===== src/sv/bba_pkg.sv =====
package bba_pkg;

  localparam int ADDR_W = 64;
  localparam int SIZE_W = 48;
  localparam int TYPE_W = 2;
  localparam int STAT_W = 2;

  localparam logic [31:0] HASH_MUL = 32'd2654435761;

  localparam logic [TYPE_W-1:0] REQ_ALLOC = 2'd0;
  localparam logic [TYPE_W-1:0] REQ_FREE  = 2'd1;
  localparam logic [TYPE_W-1:0] REQ_SEED  = 2'd2;
  localparam logic [TYPE_W-1:0] REQ_NONE  = 2'd3;

  localparam logic [STAT_W-1:0] STAT_DONE  = 2'd0;
  localparam logic [STAT_W-1:0] STAT_RANGE = 2'd1;
  localparam logic [STAT_W-1:0] STAT_EMPTY = 2'd2;

  typedef struct packed {
    logic done;
    logic too_big;
  } ord_stat_t;

endpackage


===== src/sv/bba_order.sv =====
module bba_order import bba_pkg::*; #(
  parameter int NUM_ORDERS = 19,
  parameter int MIN_SHIFT = 12,
  localparam int OW = $clog2(NUM_ORDERS + 1)
) (
  input  logic              clk,
  input  logic              rst,
  input  logic              start,
  input  logic [SIZE_W-1:0] size,
  output logic [OW-1:0]     order,
  output ord_stat_t         stat
);

  logic [SIZE_W-1:0] v;
  logic              busy;
  logic              done;

  // one bit of ceil(log2(size)) per cycle
  always_ff @(posedge clk) begin
    if (rst) begin
      busy <= 1'b0;
      done <= 1'b0;
    end else begin
      done <= 1'b0;
      if (start) begin
        busy  <= 1'b1;
        order <= '0;
        v     <= (size == '0) ? '0 : ((size - 1'b1) >> MIN_SHIFT);
      end else if (busy) begin
        if (v == '0 || order == OW'(NUM_ORDERS)) begin
          busy <= 1'b0;
          done <= 1'b1;
        end else begin
          v     <= v >> 1;
          order <= order + 1'b1;
        end
      end
    end
  end

  assign stat = '{done: done, too_big: (order >= OW'(NUM_ORDERS))};

endmodule


===== config.mk =====
export PLATFORM = sky130hd
export DESIGN_NAME = bba_order
export DESIGN_NICKNAME = d
export VERILOG_FILES = /design/src/sv/bba_pkg.sv /design/src/sv/bba_order.sv
export SDC_FILE = /design/constraint.sdc
export NUM_CORES = 1
export LEC_CHECK = 0
export CAP_MARGIN = 25
export CORE_ASPECT_RATIO = 1.2
export CORE_MARGIN = 3
export CORE_UTILIZATION = 65
export CTS_CLUSTER_SIZE = 14
export DETAILED_ROUTE_END_ITERATION = 6
export DONT_BUFFER_PORTS = 1
export PLACE_DENSITY = 0.81
export SYNTH_ARGS = -nofsm -noshare
export SYNTH_HDL_FRONTEND = slang
export SYNTH_SLANG_ARGS = --single-unit

===== constraint.sdc =====
create_clock -name clk -period 7.2 [get_ports clk]
set_input_delay 0.36 -clock clk [delete_from_list [all_inputs] [get_ports clk]]
set_output_delay 0.36 -clock clk [all_outputs]
set_load 0.005 [all_outputs]

After elaboration in Yosys (flattened, before gate mapping)
Index checks and enable logic that the tools add are counted.
{ "word_totals": {"wordCells": 27, "romBits": 0, "latchBits": 0, "register_bits": 55, "ram_bits": 0, "mem_count": 0, "output_inout_bits": 7} }
{ "op_classes": {"order_cmp": 1, "n_mul": 0, "bitwise_logic": 2, "addsub": 2, "n_div": 0, "n_shift": 0, "eq_ne": 2, "n_mux": 10, "reduce_logical": 6} }
{ "ops": {"columns": ["op", "n"], "rows": [
  ["two-way mux 48 bit", 3],
  ["zero test 48 bit", 2],
  ["subtractor 48 x 1 -> 48 bit, second input constant", 1],
  ["two-way mux 36 bit", 1],
  ["two-way mux 5 bit", 2],
  ["adder 5 x 1 -> 5 bit, second input constant", 1],
  ["== test 5 bit, second input constant", 1],
  ["greater-or-equal comparator 5 bit, second input constant", 1],
  ["two-way mux 1 bit", 4],
  ["AND reduction 3 bit", 1],
  ["OR reduction 3 bit", 1],
  ["inequality test 2 bit, second input constant", 1],
  ["NOT 1 bit", 2],
  ["nonzero test 2 bit", 1],
  ["logical OR 1 bit", 1]
]} }

Logic depth before layout (Yosys ltp)
Gate-level depths: netlist (run 1).
{ "logic_depth": {"depth_word": 5, "mapped_depth": 7, "ltp_nobuf": 5} }

Least setup slack after synthesis (run 1)
OpenSTA, ideal clock, no wires.
{ "synth_path": {"kind": "register to register", "start": "reg order[0]", "end": "reg order[0] (enable)", "arrival_time_ns": 2.917, "required_time_ns": 6.746, "synth_period_minus_slack_ns": 3.372, "path_slack_ns": 3.828, "setup_time_ns": 0.454, "stages_incl_launch_ff": 5, "path_cell_list": "edfxtp_1 -> ha_1 -> nand3_1 -> o31ai_1 -> o22ai_1"} }
{ "synth_via": {"elab_chain_cells": 4} }
{ "synth_rtl": {"columns": ["element", "line", "rtl"], "rows": [
  ["from (decl)", "bba_order.sv:10", "output logic [OW-1:0] order,"],
  ["from (signal assigned)", "bba_order.sv:35", "order <= order + 1'b1;"],
  ["== test 5 bit", "bba_order.sv:30", "if (v == '0 || order == OW'(NUM_ORDERS)) begin"],
  ["logical OR 1 bit", "bba_order.sv:30", null],
  ["inequality test 2 bit (no source line)", null, null],
  ["AND reduction 3 bit (no source line)", null, null]
]} }
Every way passes these cells.
A chain may end at the register's enable or synchronous reset.

Worst setup path after layout (run 1)
{ "layout_path": {"start": "in size[11]", "end": "reg v[21] (data pin)"} }
{ "layout_via": {"elab_chain_cells": 3} }
{ "layout_rtl": {"columns": ["element", "line", "rtl"], "rows": [
  ["from (decl)", "bba_order.sv:9", "input logic [SIZE_W-1:0] size,"],
  ["subtractor 48 x 1 -> 48 bit / zero test 48 bit (equally long branches)", "bba_order.sv:28", "v <= (size == '0) ? '0 : ((size - 1'b1) >> MIN_SHIFT);"],
  ["two-way mux 36 bit *", "bba_order.sv:28", null],
  ["two-way mux 48 bit *", "bba_order.sv:25", "if (start) begin"],
  ["to (signal assigned)", "bba_order.sv:28", null],
  ["to (signal assigned)", "bba_order.sv:34", "v <= v >> 1;"],
  ["to (decl)", "bba_order.sv:14", "logic [SIZE_W-1:0] v;"]
]} }
Every way passes the cells marked *; elsewhere a longest branch is shown, timed or not.

==> reports/metrics.csv, run 1 <==
stage,metric,value,unit
global_route,antenna_found_initial,0,
worst_setup_path,r2r_slack,4.92,ns
yosys,synth_fp_nets,302,
die,start_util,69.5,%
min_path,hold_end,done$_SDFF_PP0_,
routing,drtIter0Drc,159,
cells_and_area,multiInputGateArea,1260,um2
yosys,async_reset_ff_share,0,%
cells_and_area,area_growth,5.37,%
global_route,grt_overflow_total,0,
routing,wl_per_cell,20.8,um
timing,holdWs,0.148,ns
run,cap_violations,0,
power,p_leak,0.759,nW
yosys,synthesis.area,2590,um2
timing,grt_setup_unrepaired,false,
min_path,min_path_type,in2reg,
cells_and_area,n_antenna_cell,0,
routing,ant_nets,0,
yosys,synth_seq_cells,43,
min_path,min_from,start,
timing,maxSlewHeadroom,33.7,%
worst_setup_path,cp.arrival,3.33,ns
yosys,yosysUniqueCellTypes,43,
routing,drt-total-wl,6140,um
die,die_y,75.1,um
clocking,clkLatencyLatePin,0.29,ns
timing,fmax,0.301,GHz
placed_design,io_buffer_count,0,
worst_setup_path,timing.rr.end,v[30]$_DFFE_PP_,
run_status,status,finished clean,
global_route,grt_max_degree,42,
clocking,clk_pin_slew_worst_paths,0.08,ns
clocking,ctsResizeCount,0,
clocking,cts_max_level,2,
worst_setup_path,cp_max_fo,21,
power,intPower,0.439,mW
cells_and_area,fin_nets,295,
cells_and_area,layout_commonest_cell,edfxtp_1,
yosys,synth_ff_type,edfxtp_1,
placed_design,hpwl,4450,um
clocking,cts-root-buf,clkbuf_8,
die,die_area,4770,um2
power,p_per_area,209,nW/um2
timing,fin_skew,0.00534,ns
routing,drc,0,
cells_and_area,final_layout_size_suffix_gt1_share,5.33,%
yosys,synth_area_per_cell,10.3,um2
worst_setup_path,cp-start-kind,primary input,
timing,period_share,46.1,%
yosys,synth_edf_count,41,
placed_design,dp.cells,288,
worst_setup_path,regToRegStartpoint,v[16]$_DFFE_PP_,
yosys,seq_area_frac_synth,49.2,%
timing,hold_viol,0,
timing,tns,0,ns
clocking,tritoncts,yes,
yosys,yosysWarnings,0,
global_route,grt_usage,26.6,%
clocking,cts_setup_buffers,0,
global_route,grt_pass1_wl,9720,um
worst_setup_path,crit_type,in2reg,
clocking,cts_sinks,43,
timing,final_max_slew_viol_count,0,
power,p_switching,0.129,mW
clocking,clockBufferDepth,2,
clocking,cts_buffers,5,
routing,vias,2129,
die,fp-row-count,24,
die,coreArea,3720,um2
power,switching_share,22.8,%
worst_setup_path,critPathCaptureType,flop,
power,peakVddDrop,0.105,mV
cells_and_area,final_cells,296,
power,p_seq_share,56.1,%
timing,period_needed,3.32,ns
global_route,grt_pass1_vias,2059,
worst_setup_path,rr_worst_depth,5,
placed_design,place_congestion,0.866,
min_path,min_path_cells,1,
die,die_w,63.6,um
worst_setup_path,cp.required,7.21,ns
clocking,cts_hold_buf,0,
power,combPwrFrac,9.5,%
routing,drt_first_pass_iters,4,
timing,tightest_slew,0.986,ns
cells_and_area,register_area,1270,um2
timing,setup_viol,0,
cells_and_area,final_cell_mix,"edfxtp_1, nor4_1, nor2_1",
routing,avgViaCountPerCell,7.19,
power,power.clock.fraction,34.3,%
die,io_pins,58,
cells_and_area,nFillCells,277,
yosys,syn_inst,250,
==> worst max-delay path, stage by stage <==
cell and delay (ns):
nor4_1 0.41, nand4_1 0.79, nor4_1 0.84, nand2b_1 0.72, a22oi_1 0.19
==> worst max-delay path by stage <==
stage          cells after the start                endpoint  slack, ns                    from
6_report                           5         v[21]$_DFFE_PP_       3.88                size[11]
5_1_grt                            5         v[24]$_DFFE_PP_       3.53                 size[5]
4_1_cts                            5         v[21]$_DFFE_PP_       3.93                size[11]
3_5_place_dp                       5         v[24]$_DFFE_PP_       3.60                size[11]
3_3_place_gp                       5         v[21]$_DFFE_PP_       3.86                size[11]
2_1_floorplan                      4  order[0]$_SDFFCE_PP0P_       3.83  order[0]$_SDFFCE_PP0P_
==> stage by stage <==
step                      total power, mW  utilization (%)  instance area [um2]  worst slack, ns
after floorplan                     0.364                -                 2590             3.83
after global placement              0.372             70.0                 2610             3.86
after detailed placement            0.378             70.0                 2610             3.60
after CTS                           0.568             73.2                 2730             3.93
after global routing                0.590             73.2                 2730             3.53
final                               0.569             73.2                 2730             3.88
==> layout make-up <==
type                    count  area share [%]
clock buffers               6            3.03
clock inverters             2            1.29
inverters                   2           0.275
multi-input cells         190            46.1
flip-flops and latches     43            46.6
well taps                  52            2.39
repair buffers              1           0.275
==> layer usage <==
metal / part of all wire [%] / wire length, um / track usage, %
met1: 38 / 2320 / 31.7
met2: 51 / 3140 / 47.0
met3: 8.3 / 511 / 6.12
met4: 2.8 / 170 / 10.8
met5: 0 / 0 / 0
==> sequential cells by signal (all words and copies together), names as in the netlist <==
register	cells
done	1
v	36
order	5
busy	1
==> logic make-up (layout without fill, tap and decap cells) <==
family | after synthesis | count (layout) | share of synthesized area [%]
AND/OR/NAND/NOR | 108 | 108 | 22.2
AO/OA/AOI/OAI | 56 | 56 | 16.8
flip-flops | 43 | 43 | 49.2
XOR/XNOR | 24 | 24 | 8.13
buffers and inverters | 17 | 11 | 2.81
adder cells (fa/ha/maj) | 1 | 1 | 0.484
multiplexers | 1 | 1 | 0.435
==> synthesized netlist by cell type (all sizes together), types with 3 or more instances <==
cell / count / area, um2
buf: 6 / 31.3
clkbuf: 9 / 33.8
nor2: 25 / 93.8
nor3: 13 / 65.1
o31ai: 6 / 45.0
nand2b: 3 / 18.8
nor4: 26 / 163
o21ai: 4 / 20.0
xnor2: 14 / 123
o2bb2ai: 19 / 166
a211oi: 5 / 37.5
a31oi: 4 / 25.0
nand4: 9 / 56.3
xor2: 10 / 87.6
or4: 3 / 22.5
nand2: 10 / 37.5
edfxtp: 41 / 1230
o21a: 3 / 22.5
or3: 3 / 23.8
nand3: 9 / 45.0
o31a: 3 / 26.3
==> power groups by stage <==
stage	clock network, mW	registers, mW	logic [mW]
after floorplan	0	0.319	0.0452
after global placement	0	0.322	0.0502
after detailed placement	0	0.324	0.0541
after CTS	0.195	0.319	0.0543
after global routing	0.209	0.321	0.0601
final	0.195	0.319	0.0541
Power figures use the tool's default switching activity.
==> inputs of run 2 (changes only) <==
--- a/config.mk
+++ b/config.mk
@@ -8,11 +8,11 @@
 export CAP_MARGIN = 25
 export CORE_ASPECT_RATIO = 1.2
 export CORE_MARGIN = 3
-export CORE_UTILIZATION = 65
+export CORE_UTILIZATION = 63
 export CTS_CLUSTER_SIZE = 14
 export DETAILED_ROUTE_END_ITERATION = 6
 export DONT_BUFFER_PORTS = 1
-export PLACE_DENSITY = 0.81
+export PLACE_DENSITY = 0.79
 export SYNTH_ARGS = -nofsm -noshare
 export SYNTH_HDL_FRONTEND = slang
 export SYNTH_SLANG_ARGS = --single-unit
==> constraint.sdc (replaced) <==
create_clock -name clk -period 3.4 [get_ports clk]
set_input_delay 0.17 -clock clk [delete_from_list [all_inputs] [get_ports clk]]
set_output_delay 0.17 -clock clk [all_outputs]
set_load 0.005 [all_outputs]
==> run 2 against run 1 <==
Critical path depth increased by 2. Largest cell class unchanged. Clock power rose by 74%. Count of clock-buffer cells in the layout grew 1. Cell count rose by 2.7%. Critical path type unchanged. Total power rose by 99%. Register-to-register slack worse by 3.8 ns. Critical endpoint is now v[19]$_DFFE_PP_. Global-route usage shrank 1.9 points. Combinational power increased by 120%.
==> reports/metrics.csv, run 2 (same netlist as run 1, synthesis figures left out) <==
stage,metric,value,unit,change
run_status,status,finished clean,,
power,total_power,1.13,mW,+99%
global_route,grt_overflow_total,0,,unchanged
cells_and_area,largest_register_ffs,36,,unchanged
timing,period_needed,2.28,ns,
worst_setup_path,cp.arrival,2.31,ns,-1.02 ns
cells_and_area,fin_area,2760,um2,+1.4%
global_route,grt_pass1_vias,2084,,+1.2%
die,die_w,64.5,um,+1.4%
cells_and_area,layout_commonest_cell,edfxtp_1,,
timing,hold_viol,0,,unchanged
power,p_leak,0.784,nW,+3.3%
run,cap_violations,0,,unchanged
cells_and_area,final_layout_size_suffix_gt1_share,7.14,%,+1.8 points
power,p_per_area,409,nW/um2,+96%
clocking,clkLatencyLatePin,0.30,ns,about the same
global_route,grt_pass1_wl,9590,um,-1.3%
worst_setup_path,cp_max_fo,21,,unchanged
routing,drt-total-wl,5850,um,-4.8%
timing,tightest_slew,0.614,ns,-0.372 ns
placed_design,hpwl,4170,um,-6.1%
timing,grt_setup_unrepaired,false,,
placed_design,place_congestion,0.834,,-3.7%
routing,drtIter0Drc,176,,+11%
die,io_pins,58,,unchanged
die,fp-row-count,24,,unchanged
cells_and_area,top_regs,"v x36, order x5",,
clocking,ctsResizeCount,0,,unchanged
global_route,grt_usage,24.7,%,-1.9 points
clocking,clk_pin_slew_worst_paths,0.08,ns,about the same
die,start_util,68.4,%,-1.1 points
timing,fmax,0.439,GHz,
timing,maxSlewHeadroom,58.8,%,+25 points
worst_setup_path,critPathCaptureType,flop,,
cells_and_area,area_growth,6.87,%,
global_route,antenna_found_initial,0,,unchanged
worst_setup_path,regToRegStartpoint,v[16]$_DFFE_PP_,,
min_path,hold_end,order[1]$_SDFFCE_PP0P_,,
min_path,min_from,start,,
timing,holdWs,0.0662,ns,-0.0820 ns
placed_design,place_area,2650,um2,+1.7%
worst_setup_path,rr_worst_depth,5,,unchanged
worst_setup_path,cp.required,3.44,ns,-3.77 ns
clocking,cts_buffers,5,,unchanged
timing,tns,0,ns,unchanged
routing,avgViaCountPerCell,6.95,,-3.4%
worst_setup_path,crit_type,in2reg,,
die,coreArea,3780,um2,+1.6%
die,die_area,4910,um2,+2.9%
cells_and_area,n_antenna_cell,0,,unchanged
cells_and_area,top_register,v,,
cells_and_area,fin_nets,303,,+2.7%
timing,final_max_slew_viol_count,0,,unchanged
clocking,clockBufferDepth,2,,unchanged
cells_and_area,final_cell_mix,"edfxtp_1, nor4_1, nor2_1",,
min_path,min_path_type,in2reg,,
clocking,cts-root-buf,clkbuf_8,,
timing,period_share,67.0,%,
timing,fin_skew,0.00943,ns,+0.00409 ns
placed_design,io_buffer_count,0,,unchanged
routing,wl_per_cell,19.2,um,-7.3%
worst_setup_path,crit_start,size[19],,
worst_setup_path,r2r_slack,1.17,ns,-3.75 ns
global_route,grt_max_degree,42,,unchanged
clocking,tritoncts,yes,,
clocking,cts_hold_buf,2,,+2
cells_and_area,fin_util,73.0,%,-0.14 points
routing,drt_first_pass_iters,5,,+1
routing,ant_nets,0,,unchanged
clocking,cts_max_level,2,,unchanged
worst_setup_path,timing.rr.end,v[11]$_DFFE_PP_,,
worst_setup_path,cp-start-kind,primary input,,
die,die_y,76.2,um,+1.5%
clocking,cts_setup_buffers,0,,unchanged
clocking,cts_sinks,43,,unchanged
routing,vias,2112,,-0.80%
routing,drc,0,,unchanged
timing,setup_viol,0,,unchanged
min_path,min_path_cells,1,,unchanged
power,peakVddDrop,0.286,mV,+170%
[run 2: how the worst max path moves through the flow]
stage | end | cells past startpoint
4_1_cts | v[32]$_DFFE_PP_ | 7
6_report | v[19]$_DFFE_PP_ | 7
5_1_grt | v[32]$_DFFE_PP_ | 7
3_3_place_gp | v[33]$_DFFE_PP_ | 5
2_1_floorplan | order[0]$_SDFFCE_PP0P_ | 4
3_5_place_dp | v[32]$_DFFE_PP_ | 7
[run 2: routing by layer]
layer  global-route usage, %  vias up  part of all wire, %
met4                    8.25        0                  1.6
li1                        -     1004                    -
met2                    41.6      112                   50
met3                    4.13        9                  7.6
met1                    31.9      987                   41
met5                       0        -                    0
[run 2: power by group]
part           total (mW)  switching [mW]  internal, mW
Combinational       0.120          0.0648        0.0548
Clock               0.339           0.175         0.164
Sequential          0.673          0.0319         0.641
[run 2: stage by stage]
step	std cells	worst slack (ns)
2_1_floorplan	250	0.0284
3_3_place_gp	294	0.922
3_5_place_dp	294	0.826
4_1_cts	304	1.15
5_1_grt	304	1.02
6_report	304	1.12
[run 2: critical path: stages]
cell and delay (ns):
or4_1 0.63, or3_4 0.50, nor4_1 0.33, buf_4 0.19, nand2b_1 0.11, buf_4 0.25
o2bb2ai_1 0.13
[run 2: final cells by class]
type | count | area (um2)
clock buffer | 7 | 86.3
clock inverter | 1 | 5.00
fill | 286 | 1020
inverter | 2 | 7.51
multi-input combinational | 190 | 1260
sequential | 43 | 1270
tap | 52 | 65.1
timing repair buffer | 9 | 72.6
